==> config.mk <==
export PLATFORM = sky130hd
export DESIGN_NAME = voc_audio_stream_parser_top
export DESIGN_NICKNAME = d
export VERILOG_FILES = /design/src/hdl/vocp_pkg.sv /design/src/hdl/vocp_front.sv /design/src/hdl/vocp_fifo.sv /design/src/hdl/vocp_div.sv /design/src/hdl/vocp_back.sv /design/src/hdl/voc_audio_stream_parser_top.sv
export SDC_FILE = /design/constraint.sdc
export NUM_CORES = 2
export LEC_CHECK = 0
export ABC_AREA = 1
export BUFFER_PORTS_ARGS = -buffer_cell sky130_fd_sc_hd__buf_2
export CAP_MARGIN = 10
export CORE_ASPECT_RATIO = 1.2
export CORE_MARGIN = 5
export CORE_UTILIZATION = 50
export CTS_BUF_LIST = sky130_fd_sc_hd__clkbuf_16
export CTS_CLUSTER_DIAMETER = 30
export DETAILED_ROUTE_END_ITERATION = 7
export PLACE_DENSITY = 0.78
export SLEW_MARGIN = 10
export SYNTH_ARGS = -nofsm -noshare
export SYNTH_HDL_FRONTEND = slang
export SYNTH_SLANG_ARGS = --single-unit
export TNS_END_PERCENT = 5
==> constraint.sdc <==
create_clock -name clk -period 11.8 [get_ports clk]
set_clock_uncertainty 0.2 [all_clocks]
set_input_delay 1.18 -clock clk [delete_from_list [all_inputs] [get_ports clk]]
set_output_delay 1.18 -clock clk [all_outputs]
set_load 0.01 [all_outputs]
==> src/hdl/vocp_pkg.sv <==
// Package for the VOC stream parser: result kinds, status codes, field widths
// and the header signature table. No dependencies.
`timescale 1ns / 1ps
package vocp_pkg;

  localparam int unsigned RunW  = 25;
  localparam int unsigned RateW = 20;

  typedef enum logic [1:0] {
    KIND_SAMPLE = 2'd0,
    KIND_SILENCE = 2'd1,
    KIND_FINISHED = 2'd2
  } kind_t;

  typedef enum logic [3:0] {
    ST_OK = 4'd0,
    ST_SIGNATURE = 4'd1,
    ST_OFFSET = 4'd2,
    ST_VERSION = 4'd3,
    ST_ID = 4'd4,
    ST_TRUNCATED = 4'd5,
    ST_UNHANDLED = 4'd6,
    ST_RATE_CHANGED = 4'd7,
    ST_PACKING = 4'd8
  } status_t;

  // Back-end commands carried through the queue.
  typedef enum logic [2:0] {
    CMD_SAMPLE = 3'd0,
    CMD_NOTICE = 3'd1,
    CMD_FINISH = 3'd2,
    CMD_SETRATE = 3'd3,
    CMD_SILENCE = 3'd4
  } cmd_t;

  typedef struct packed {
    cmd_t        cmd;
    logic [7:0]  data;    // sample byte or time constant
    logic [15:0] count;   // silence count
    status_t     status;
  } vocp_cmd_t;

  typedef struct packed {
    kind_t            kind;
    logic [7:0]       sample;
    logic [RunW-1:0]  run_length;
    logic [RateW-1:0] rate_hz;
    status_t          status;
    logic [31:0]      total_samples;
    logic             last;
  } vocp_res_t;

  function automatic logic [7:0] sig_byte(input logic [4:0] i);
    logic [7:0] r;
    case (i)
      5'd0: r = 8'h43;  5'd1: r = 8'h72;  5'd2: r = 8'h65;  5'd3: r = 8'h61;
      5'd4: r = 8'h74;  5'd5: r = 8'h69;  5'd6: r = 8'h76;  5'd7: r = 8'h65;
      5'd8: r = 8'h20;  5'd9: r = 8'h56;  5'd10: r = 8'h6F; 5'd11: r = 8'h69;
      5'd12: r = 8'h63; 5'd13: r = 8'h65; 5'd14: r = 8'h20; 5'd15: r = 8'h46;
      5'd16: r = 8'h69; 5'd17: r = 8'h6C; 5'd18: r = 8'h65; 5'd19: r = 8'h1A;
      default: r = 8'h00;
    endcase
    return r;
  endfunction

endpackage

==> src/hdl/vocp_front.sv <==
// Front end of the VOC parser: header checks and block framing, one byte per
// cycle while the queue has room, emitting commands into it. Uses vocp_pkg.
`timescale 1ns / 1ps
module vocp_front import vocp_pkg::*; (
  input  logic       clk,
  input  logic       rst,
  input  logic       in_valid,
  output logic       in_ready,
  input  logic [7:0] in_byte,
  input  logic       end_of_input,
  output logic       cmd_valid,
  input  logic       cmd_ready,
  output vocp_cmd_t  cmd
);

  typedef enum logic [9:0] {
    PH_HEADER  = 10'b0000000001,
    PH_CODE    = 10'b0000000010,
    PH_LEN     = 10'b0000000100,
    PH_TC      = 10'b0000001000,
    PH_PACK    = 10'b0000010000,
    PH_SAMPLES = 10'b0000100000,
    PH_SKIP    = 10'b0001000000,
    PH_SIL_LEN = 10'b0010000000,
    PH_SIL_TC  = 10'b0100000000,
    PH_DONE    = 10'b1000000000
  } phase_t;

  phase_t      phase, phase_next;
  logic [4:0]  byte_index, byte_index_next;
  logic [15:0] ver, ver_next;
  logic        f_sig, f_sig_next, f_off, f_off_next, f_ver, f_ver_next;
  logic        f_id, f_id_next;
  logic [7:0]  block_code, block_code_next, tc, tc_next;
  logic [23:0] remaining, remaining_next;
  logic [15:0] sil, sil_next;
  logic [15:0] idv;
  logic [7:0]  want;
  logic [23:0] rem2;
  logic        emit;
  vocp_cmd_t   c;

  // The front stalls whenever the queue is full, whether or not the byte
  // would give a command.
  assign in_ready  = cmd_ready;
  assign cmd_valid = in_valid && emit;
  assign cmd       = c;
  assign idv  = 16'h1234 + ~ver;
  assign rem2 = (remaining >= 24'd2) ? remaining - 24'd2 : 24'd0;

  always_comb begin
    phase_next = phase;
    byte_index_next = byte_index;
    ver_next = ver;
    f_sig_next = f_sig; f_off_next = f_off; f_ver_next = f_ver; f_id_next = f_id;
    block_code_next = block_code;
    tc_next = tc;
    remaining_next = remaining;
    sil_next = sil;
    emit = 1'b0;
    want = 8'd0;
    c = '{cmd: CMD_FINISH, data: 8'd0, count: 16'd0, status: ST_OK};
    if (phase == PH_DONE) begin
      emit = 1'b0;
    end else if (end_of_input) begin
      emit = 1'b1;
      c.status = (phase == PH_CODE) ? ST_OK : ST_TRUNCATED;
      phase_next = PH_DONE;
    end else begin
      case (phase)
        PH_HEADER: begin
          byte_index_next = byte_index + 5'd1;
          if (byte_index < 5'd20) begin
            if (in_byte != sig_byte(byte_index)) f_sig_next = 1'b1;
            if (byte_index == 5'd19 && f_sig_next) begin
              emit = 1'b1; c.status = ST_SIGNATURE; phase_next = PH_DONE;
            end
          end else if (byte_index == 5'd20) begin
            if (in_byte != 8'd26) f_off_next = 1'b1;
          end else if (byte_index == 5'd21) begin
            if (in_byte != 8'd0) f_off_next = 1'b1;
          end else if (byte_index == 5'd22) begin
            ver_next = {8'd0, in_byte};
          end else if (byte_index == 5'd23) begin
            ver_next = {in_byte, ver[7:0]};
            if (!(ver_next == 16'h010A || ver_next == 16'h0114 || ver_next == 16'h0100))
              f_ver_next = 1'b1;
          end else begin
            want = (byte_index == 5'd24) ? idv[7:0] : idv[15:8];
            if (in_byte != want) f_id_next = 1'b1;
            if (byte_index != 5'd24) begin
              byte_index_next = 5'd0;
              if (f_off) begin
                emit = 1'b1; c.status = ST_OFFSET; phase_next = PH_DONE;
              end else if (f_ver) begin
                emit = 1'b1; c.status = ST_VERSION; phase_next = PH_DONE;
              end else if (f_id_next) begin
                emit = 1'b1; c.status = ST_ID; phase_next = PH_DONE;
              end else begin
                phase_next = PH_CODE;
              end
            end
          end
        end
        PH_CODE: begin
          if (in_byte == 8'd0) begin
            emit = 1'b1; phase_next = PH_DONE;
          end else begin
            block_code_next = in_byte;
            byte_index_next = 5'd0;
            phase_next = PH_LEN;
          end
        end
        PH_LEN: begin
          case (byte_index[1:0])
            2'd0: remaining_next = {16'd0, in_byte};
            2'd1: remaining_next = {8'd0, in_byte, remaining[7:0]};
            default: remaining_next = {in_byte, remaining[15:0]};
          endcase
          byte_index_next = byte_index + 5'd1;
          if (byte_index[1:0] == 2'd2) begin
            byte_index_next = 5'd0;
            if (block_code == 8'd1) begin
              phase_next = PH_TC;
            end else if (block_code == 8'd3) begin
              phase_next = PH_SIL_LEN;
            end else begin
              emit = 1'b1; c.status = ST_UNHANDLED; phase_next = PH_DONE;
            end
          end
        end
        PH_TC: begin
          tc_next = in_byte;
          phase_next = PH_PACK;
        end
        PH_PACK: begin
          // The back end works out the rate and decides on any notice.
          emit = 1'b1;
          c.cmd = CMD_SETRATE;
          c.data = tc;
          c.status = (in_byte != 8'd0) ? ST_PACKING : ST_OK;
          remaining_next = rem2;
          if (rem2 == 24'd0) phase_next = PH_CODE;
          else phase_next = (in_byte != 8'd0) ? PH_SKIP : PH_SAMPLES;
        end
        PH_SAMPLES: begin
          emit = 1'b1;
          c.cmd = CMD_SAMPLE;
          c.data = in_byte;
          remaining_next = remaining - 24'd1;
          if (remaining == 24'd1) phase_next = PH_CODE;
        end
        PH_SKIP: begin
          remaining_next = remaining - 24'd1;
          if (remaining == 24'd1) phase_next = PH_CODE;
        end
        PH_SIL_LEN: begin
          if (byte_index[0]) begin
            sil_next = {in_byte, sil[7:0]};
            byte_index_next = 5'd0;
            phase_next = PH_SIL_TC;
          end else begin
            sil_next = {8'd0, in_byte};
            byte_index_next = 5'd1;
          end
        end
        PH_SIL_TC: begin
          emit = 1'b1;
          c.cmd = CMD_SILENCE;
          c.data = in_byte;
          c.count = sil;
          phase_next = PH_CODE;
        end
        default: phase_next = PH_DONE;
      endcase
    end
  end

  always_ff @(posedge clk) begin
    if (rst) begin
      phase <= PH_HEADER;
      byte_index <= 5'd0;
      f_sig <= 1'b0; f_off <= 1'b0; f_ver <= 1'b0; f_id <= 1'b0;
      ver <= 16'd0;
      remaining <= 24'd0;
    end else if (in_valid && in_ready) begin
      phase <= phase_next;
      byte_index <= byte_index_next;
      f_sig <= f_sig_next; f_off <= f_off_next; f_ver <= f_ver_next; f_id <= f_id_next;
      ver <= ver_next;
      remaining <= remaining_next;
    end
  end

  always_ff @(posedge clk) begin
    if (in_valid && in_ready) begin
      block_code <= block_code_next;
      tc <= tc_next;
      sil <= sil_next;
    end
  end

endmodule

==> src/hdl/vocp_fifo.sv <==
// Short command queue between the front and back ends of the VOC parser.
// Four entries, registered. Depends on vocp_pkg.
`timescale 1ns / 1ps
module vocp_fifo import vocp_pkg::*; (
  input  logic      clk,
  input  logic      rst,
  input  logic      wr_valid,
  output logic      wr_ready,
  input  vocp_cmd_t wr_data,
  output logic      rd_valid,
  input  logic      rd_ready,
  output vocp_cmd_t rd_data
);

  vocp_cmd_t  mem [4];
  logic [1:0] wp, rp;
  logic [2:0] cnt;
  logic       wr, rd;

  assign wr_ready = (cnt != 3'd4);
  assign rd_valid = (cnt != 3'd0);
  assign rd_data  = mem[rp];
  assign wr = wr_valid && wr_ready;
  assign rd = rd_valid && rd_ready;

  always_ff @(posedge clk) begin
    if (rst) begin
      wp <= 2'd0; rp <= 2'd0; cnt <= 3'd0;
    end else begin
      if (wr) wp <= wp + 2'd1;
      if (rd) rp <= rp + 2'd1;
      cnt <= cnt + {2'd0, wr} - {2'd0, rd};
    end
  end

  always_ff @(posedge clk) begin
    if (wr) mem[wp] <= wr_data;
  end

endmodule

==> src/hdl/vocp_div.sv <==
// Restoring divider for the VOC parser back end: 36-bit dividend by 20-bit
// divisor, one quotient bit per cycle. Depends on vocp_pkg.
`timescale 1ns / 1ps
module vocp_div import vocp_pkg::*; (
  input  logic        clk,
  input  logic        rst,
  input  logic        start,
  input  logic [35:0] dividend,
  input  logic [19:0] divisor,
  output logic        busy,
  output logic        done,
  output logic [35:0] quotient
);

  logic [35:0] q;
  logic [20:0] r;
  logic [19:0] d;
  logic [5:0]  n;
  logic [20:0] trial;

  assign trial = {r[19:0], q[35]};
  assign quotient = q;

  always_ff @(posedge clk) begin
    if (rst) begin
      busy <= 1'b0; done <= 1'b0; n <= 6'd0;
    end else begin
      done <= 1'b0;
      if (start && !busy) begin
        busy <= 1'b1; n <= 6'd36;
      end else if (busy) begin
        n <= n - 6'd1;
        if (n == 6'd1) begin
          busy <= 1'b0; done <= 1'b1;
        end
      end
    end
  end

  always_ff @(posedge clk) begin
    if (start && !busy) begin
      q <= dividend; r <= 21'd0; d <= divisor;
    end else if (busy) begin
      if (trial >= {1'b0, d}) begin
        r <= trial - {1'b0, d};
        q <= {q[34:0], 1'b1};
      end else begin
        r <= trial;
        q <= {q[34:0], 1'b0};
      end
    end
  end

endmodule

==> src/hdl/vocp_back.sv <==
// Back end of the VOC parser: rate conversion, silence runs, totals and the
// output register. Depends on vocp_pkg and vocp_div.
`timescale 1ns / 1ps
module vocp_back import vocp_pkg::*; (
  input  logic      clk,
  input  logic      rst,
  input  logic      cmd_valid,
  output logic      cmd_ready,
  input  vocp_cmd_t cmd,
  output logic      res_valid,
  input  logic      res_ready,
  output vocp_res_t res
);

  typedef enum logic [3:0] {
    BS_IDLE = 4'b0001,
    BS_RATE = 4'b0010,
    BS_MUL  = 4'b0100,
    BS_SIL  = 4'b1000
  } bstate_t;

  bstate_t          bs;
  logic [RateW-1:0] cur_rate;
  logic [31:0]      total;
  logic [35:0]      prod;
  logic [7:0]       tc;
  logic [15:0]      count;
  status_t          pstat;
  cmd_t             pcmd;
  logic             div_start, div_busy, div_done;
  logic [35:0]      div_dvd, quo;
  logic [19:0]      div_dvs;
  logic [RateW-1:0] nr;
  logic             out_free, take;
  logic [35:0]      run_full;
  logic [RunW-1:0]  run;
  logic [32:0]      tsum;
  logic [31:0]      tsat;
  logic             special;

  assign out_free  = !res_valid || res_ready;
  assign cmd_ready = (bs == BS_IDLE) && out_free;
  assign take      = cmd_valid && cmd_ready;
  assign special   = (tc == 8'hA5) || (tc == 8'hA6) || (tc == 8'hD2) || (tc == 8'hD3);

  assign div_dvd = (bs == BS_MUL) ? prod : 36'd1000000;
  assign div_dvs = (bs == BS_MUL) ? cur_rate : {11'd0, 9'd256 - {1'b0, tc}};
  // The fixed-rate time constants need no rate division.
  assign div_start = ((bs == BS_RATE && !special) || (bs == BS_MUL)) && !div_busy
                     && !div_done;

  always_comb begin
    if (tc == 8'hA5 || tc == 8'hA6) nr = 20'd11025;
    else if (tc == 8'hD2 || tc == 8'hD3) nr = 20'd22050;
    else nr = quo[RateW-1:0];
  end

  assign run_full = quo + 36'd1;
  assign run = (cur_rate == 20'd0) ? {9'd0, count}
             : (run_full > 36'h1FFFFFF) ? {RunW{1'b1}} : run_full[RunW-1:0];
  assign tsum = {1'b0, total} + {8'd0, run};
  assign tsat = tsum[32] ? 32'hFFFFFFFF : tsum[31:0];

  always_ff @(posedge clk) begin
    if (rst) begin
      bs <= BS_IDLE;
      cur_rate <= '0;
      total <= 32'd0;
      res_valid <= 1'b0;
    end else begin
      if (res_valid && res_ready &&
          !(take && (cmd.cmd == CMD_SAMPLE || cmd.cmd == CMD_FINISH)))
        res_valid <= 1'b0;
      case (bs)
        BS_IDLE: begin
          if (take) begin
            case (cmd.cmd)
              CMD_SAMPLE: begin
                res_valid <= 1'b1;
                total <= (total == 32'hFFFFFFFF) ? total : total + 32'd1;
                res <= '{kind: KIND_SAMPLE, sample: cmd.data, run_length: '0,
                         rate_hz: cur_rate, status: ST_OK,
                         total_samples: (total == 32'hFFFFFFFF) ? total : total + 32'd1,
                         last: 1'b0};
              end
              CMD_FINISH: begin
                res_valid <= 1'b1;
                res <= '{kind: KIND_FINISHED, sample: 8'd0, run_length: '0,
                         rate_hz: cur_rate, status: cmd.status, total_samples: total,
                         last: 1'b1};
              end
              CMD_SETRATE: bs <= BS_RATE;
              CMD_SILENCE: bs <= (cur_rate == 20'd0) ? BS_SIL : BS_RATE;
              default: bs <= BS_IDLE;
            endcase
          end
        end
        BS_RATE: begin
          if (div_done || special) begin
            if (pcmd == CMD_SETRATE) begin
              cur_rate <= nr;
              bs <= BS_IDLE;
              if (pstat == ST_PACKING || (cur_rate != 20'd0 && cur_rate != nr)) begin
                res_valid <= 1'b1;
                res <= '{kind: KIND_SILENCE, sample: 8'h80, run_length: '0, rate_hz: nr,
                         status: (pstat == ST_PACKING) ? ST_PACKING : ST_RATE_CHANGED,
                         total_samples: total, last: 1'b0};
              end
            end else begin
              bs <= BS_MUL;
            end
          end
        end
        BS_MUL: if (div_done) bs <= BS_SIL;
        BS_SIL: begin
          bs <= BS_IDLE;
          res_valid <= 1'b1;
          total <= tsat;
          res <= '{kind: KIND_SILENCE, sample: 8'h80, run_length: run, rate_hz: cur_rate,
                   status: ST_OK, total_samples: tsat, last: 1'b0};
        end
        default: bs <= BS_IDLE;
      endcase
    end
  end

  // Payload of the command in progress; the multiply is registered before it
  // feeds the divider.
  always_ff @(posedge clk) begin
    if (take) begin
      tc <= cmd.data; count <= cmd.count; pstat <= cmd.status; pcmd <= cmd.cmd;
    end
    if (bs == BS_RATE && (div_done || special)) begin
      prod <= nr * count;
    end
  end

  vocp_div u_div (
    .clk(clk), .rst(rst), .start(div_start), .dividend(div_dvd), .divisor(div_dvs),
    .busy(div_busy), .done(div_done), .quotient(quo)
  );

endmodule

==> src/hdl/voc_audio_stream_parser_top.sv <==
// VOC audio stream parser, top level. Joins the front end, command queue and
// back end. Depends on vocp_pkg, vocp_front, vocp_fifo and vocp_back.
//
// Usage: file bytes enter on the s_axis channel, one per request; tuser[0]
// marks the end of the stream (the byte is then ignored). Results leave on
// m_axis with the result kind in tuser and tlast on the final result of the file.
// Header and framing bytes are taken one per cycle; data bytes become samples
// through the queue and the output register, one byte per cycle while the queue
// has room. A data block header waits in the back end for the rate division,
// and a silence block for the rate division, then the run division, both on the
// single shared serial divider; the fixed-rate time constants skip the rate
// division; a silence block before any rate is set skips both. The four-entry
// queue absorbs the wait so the front keeps taking bytes until it fills.
// Reset clears all parse state and returns to the header. When the receiver
// stalls, the output register holds, the queue fills, and s_axis_tready falls.
// After the finished result no further results appear until reset.
`timescale 1ns / 1ps
module voc_audio_stream_parser_top import vocp_pkg::*; (
  input  logic        clk,
  input  logic        rst,
  input  logic        s_axis_tvalid,
  output logic        s_axis_tready,
  input  logic [7:0]  s_axis_tdata,   // in_byte
  input  logic        s_axis_tuser,   // end_of_input
  output logic        m_axis_tvalid,
  input  logic        m_axis_tready,
  output logic [95:0] m_axis_tdata,   // sample, run_length, rate_hz, status, total_samples
  output logic [1:0]  m_axis_tuser,   // kind
  output logic        m_axis_tlast    // last
);

  vocp_cmd_t f_cmd, q_cmd;
  logic      f_valid, f_ready, q_valid, q_ready;
  vocp_res_t res;

  vocp_front u_front (
    .clk(clk), .rst(rst), .in_valid(s_axis_tvalid), .in_ready(s_axis_tready),
    .in_byte(s_axis_tdata), .end_of_input(s_axis_tuser),
    .cmd_valid(f_valid), .cmd_ready(f_ready), .cmd(f_cmd)
  );

  vocp_fifo u_fifo (
    .clk(clk), .rst(rst), .wr_valid(f_valid), .wr_ready(f_ready), .wr_data(f_cmd),
    .rd_valid(q_valid), .rd_ready(q_ready), .rd_data(q_cmd)
  );

  vocp_back u_back (
    .clk(clk), .rst(rst), .cmd_valid(q_valid), .cmd_ready(q_ready), .cmd(q_cmd),
    .res_valid(m_axis_tvalid), .res_ready(m_axis_tready), .res(res)
  );

  assign m_axis_tdata = {7'd0, res.total_samples, res.status, res.rate_hz,
                         res.run_length, res.sample};
  assign m_axis_tuser = res.kind;
  assign m_axis_tlast = res.last;

  a_last_kind: assert property (@(posedge clk) disable iff (rst)
    m_axis_tvalid |-> (m_axis_tlast == (m_axis_tuser == KIND_FINISHED)))
    else $error("tlast disagrees with result kind");

  a_sample_run: assert property (@(posedge clk) disable iff (rst)
    (m_axis_tvalid && m_axis_tuser == KIND_SAMPLE) |-> (m_axis_tdata[32:8] == '0))
    else $error("sample result carries a run length");

  a_total_mono: assert property (@(posedge clk) disable iff (rst)
    (m_axis_tvalid && m_axis_tready) |=>
      (!m_axis_tvalid || m_axis_tdata[88:57] >= $past(m_axis_tdata[88:57])))
    else $error("sample total went backwards");

endmodule
==> summary.md <==
| Metric | Value |
|---|---|
| Port Buffer Count | `106` |
| Final period utilization | `0.719` |
| Hold bufs inserted after CTS | `0` |
| Post-Synth XOR/XNOR Area | `0.0340` |
| HP Class | `reg2reg` |
| Required time at the worst-slack endpoint | `12.01 ns` |
| #FFs+latches synth | `530` |
| Crit Path Class | `reg2reg` |
| CP endpoint | `u_back.prod[30]$_DFFE_PP_` |
| Post-synth EDFFs | `370` |
| Die area | `83900 um^2` |
| Area fraction in compound gates after synthesis | `0.113` |
| DRT Pass-1 Iters | `6` |
| Most common cell in the synthesized netlist | `nand2_1` |
| Register area share after synthesis | `0.366` |
| Drt wl/cell | `20.2 um` |
| Post-CTS Setup Inserts | `0` |
| RSZ-0062 raised after global routing | `false` |
| Filler cell count | `6758` |
| Area Overhead vs Synth | `12.8%` |
| R2r worst-path depth | `31` |
| I/O Pins | `114` |
| Share of the synthesized area in the top cell type | `0.284` |
| Worst Max-Slew Pin Slew | `1.16 ns` |
| Ys async rst share | `0` |
| Simple-gate share of the synthesized area | `0.207` |
| DRC Markers | `0` |
| Critical path capture point type | `flop` |
| Routed vias/inst | `5.80` |
| Initial Util | `0.504` |
| Main combinational cell family by area after synthesis | `simple AND/OR/NAND/NOR gates` |
| Post-CTS sizing | `0` |
| Post-DP HPWL | `88000 um` |
| Final Hold Viols | `0` |
| Number of global-route vias before repair | `33400` |
| Final nets | `5300` |
| Die Span X | `265 um` |
| Mux contribution to synthesized area | `0` |
| CTS H-tree lvls | `3` |
| Latest clock arrival within the worst-skew pair | `0.67 ns` |
| Critical Path Fanout Max | `17` |
| Status | `finished clean` |
| Top cells by area, synth | `edfxtp_1 28%, fa_1 13%, nand2_1 9.2%, dfxtp_1 8.2%, inv_1 6.9%` |
| Clk pin slew, worst setup/hold paths | `0.05 ns` |
| Routed vias | `34600` |
| Slew Limit Headroom | `0.222` |
| Slowest stage delay, CP | `0.63 ns` |
| Setup Viol. Count Final | `0` |
| Syn Inst Count | `4760` |
| CP most frequent cell | `inv_1` |
| Longest Clk Path Bufs | `3` |
| Yosys top cell by area | `edfxtp_1` |
| CP startpoint | `u_back.tc[0]$_DFFE_PP_` |
| Post-route cell area | `44100 um^2` |
| GRT overflow | `0` |
| Top FF cell, synth | `edfxtp_1` |
| FF-to-FF End | `u_back.prod[30]$_DFFE_PP_` |
| DIE HEIGHT | `316 um` |
| TritonCTS buffer count | `103` |
| Layout cell share with drive strength beyond 1 | `0.0780` |
| Mapped Area | `39100 um^2` |
| CTS Root Cell | `clkbuf_16` |
| First-pass GRT wire length | `185000 um` |
| Initial antenna violation count | `2` |
| Fin Hold WS | `0.268 ns` |
| Average size of a mapped cell | `8.22 um^2` |
| Antenna cells | `0` |
| Dpl cell area | `40600 um^2` |
| Minimum clock period | `8.48 ns` |
| Final slew viol count | `0` |
| Core Footprint | `77600 um^2` |
| RR Startpoint | `u_back.tc[0]$_DFFE_PP_` |
| # rows | `112` |
| Yosys Warn Count | `0` |
| Crit start category | `flop` |
| Max-cap viol count | `0` |
| Setup TNS | `0 ns` |
| All-Layer GR Usage | `0.279` |
| DR iter-0 viols | `3835` |
| Fmax achieved | `0.118 GHz` |
| CP max-delay cell | `clkinv_1` |
| Most frequent cells after synthesis | `963 x nand2_1, 719 x inv_1, 541 x nor2_1, 370 x edfxtp_1, 317 x o21ai_0` |
| Clock Sinks | `530` |
| RD Place Congestion | `1.01` |
| Data arrival, critical path | `8.69 ns` |
| Largest net degree at the start of global routing | `89` |
| TritonCTS clock tree | `built` |
| Post-synthesis cell type count | `64` |
| Final antenna-violating net count | `0` |
| R2R setup slack | `3.32 ns` |
| Adder-cell area share of the yosys netlist | `0.190` |
| Final WL | `120000 um` |
[routing by layer]
| layer | GRT usage | wire length, um |
|---|---|---|
| met5 | 0 | 0 |
| met4 | 0.168 | 8960 |
| met3 | 0.0582 | 11500 |
| met2 | 0.451 | 54700 |
| met1 | 0.348 | 45000 |
[logic make-up (layout without fill, tap and decap cells)]
group / count (synthesis) / after routing
AO/OA/AOI/OAI: 792 / 792
buffers and inverters: 909 / 1079
AND/OR/NAND/NOR: 1934 / 1934
XOR/XNOR: 152 / 152
flip-flops: 530 / 530
other: 1 / 7
adder cells (fa/ha/maj): 442 / 442
[critical path: cells and delay by family, from the launching register on]
| kind | cells | cell delay [ns] |
|---|---|---|
| buffers and inverters | 8 | 1.08 |
| AND/OR/NAND/NOR | 8 | 1.46 |
| AO/OA/AOI/OAI | 6 | 1.28 |
| XOR/XNOR | 1 | 0.17 |
| adder cells (fa/ha/maj) | 8 | 3.60 |
| flip-flops | 1 | 0.40 |
[how the worst min path moves through the flow]
stage	cells after the start	from	slack [ns]	to
5_1_grt	2	u_front.phase[3]$_SDFFE_PP0P_	0.30	u_front.phase[3]$_SDFFE_PP0P_
2_1_floorplan	2	u_front.f_sig$_SDFFE_PP0P_	0.23	u_front.f_sig$_SDFFE_PP0P_
3_3_place_gp	2	u_front.f_sig$_SDFFE_PP0P_	0.24	u_front.f_sig$_SDFFE_PP0P_
3_5_place_dp	2	u_front.f_sig$_SDFFE_PP0P_	0.26	u_front.f_sig$_SDFFE_PP0P_
4_1_cts	2	u_front.f_sig$_SDFFE_PP0P_	0.27	u_front.f_sig$_SDFFE_PP0P_
6_report	2	u_front.f_sig$_SDFFE_PP0P_	0.27	u_front.f_sig$_SDFFE_PP0P_
[layout by cell type, fill, tap and decap left out, types with 47 or more instances in the layout]
master and count:
fa_1 253, o21ai_0 317, ha_1 189, xnor2_1 47
clkbuf_16 103, nand2_1 963, nor3_1 79, a21oi_1 281
xor2_1 105, edfxtp_1 370, nor2_1 534, nand4_1 81
dfxtp_1 159, inv_1 729, nand3_1 187, buf_2 106
[area by class of cell]
type	count	area, um^2	share of cell area
Tap cell	1026	1280	0.0291
Clock inverter	93	997	0.0226
Sequential cell	530	14300	0.324
Multi-Input combinational cell	3327	21400	0.484
Clock buffer	103	2580	0.0584
Timing Repair Buffer	146	831	0.0188
Inverter	737	2770	0.0627
[registers in the layout, indices dropped and copies added (netlist names), 16 cells and up, named ones only]
signal / flops
u_front.sil: 16
u_front.remaining: 24
u_back.count: 16
u_fifo.mem: 124
u_back.u_div.d: 20
u_back.u_div.r: 20
u_back.total: 32
u_back.res: 91
u_back.u_div.quotient: 36
u_back.cur_rate: 20
u_back.prod: 36
u_front.ver: 16
[through the flow]
stage | worst slack (ns) | cells | util
floorplan | 4.64 | 4766 | -
global placement | 3.73 | 5766 | 0.522
detailed placement | 3.47 | 5766 | 0.522
CTS | 3.42 | 5962 | 0.568
global route | 2.62 | 5962 | 0.569
finish | 3.32 | 5962 | 0.569
Power is not shown: default switching activity piles up to over one toggle a cycle in this logic, so the estimate is an artifact.
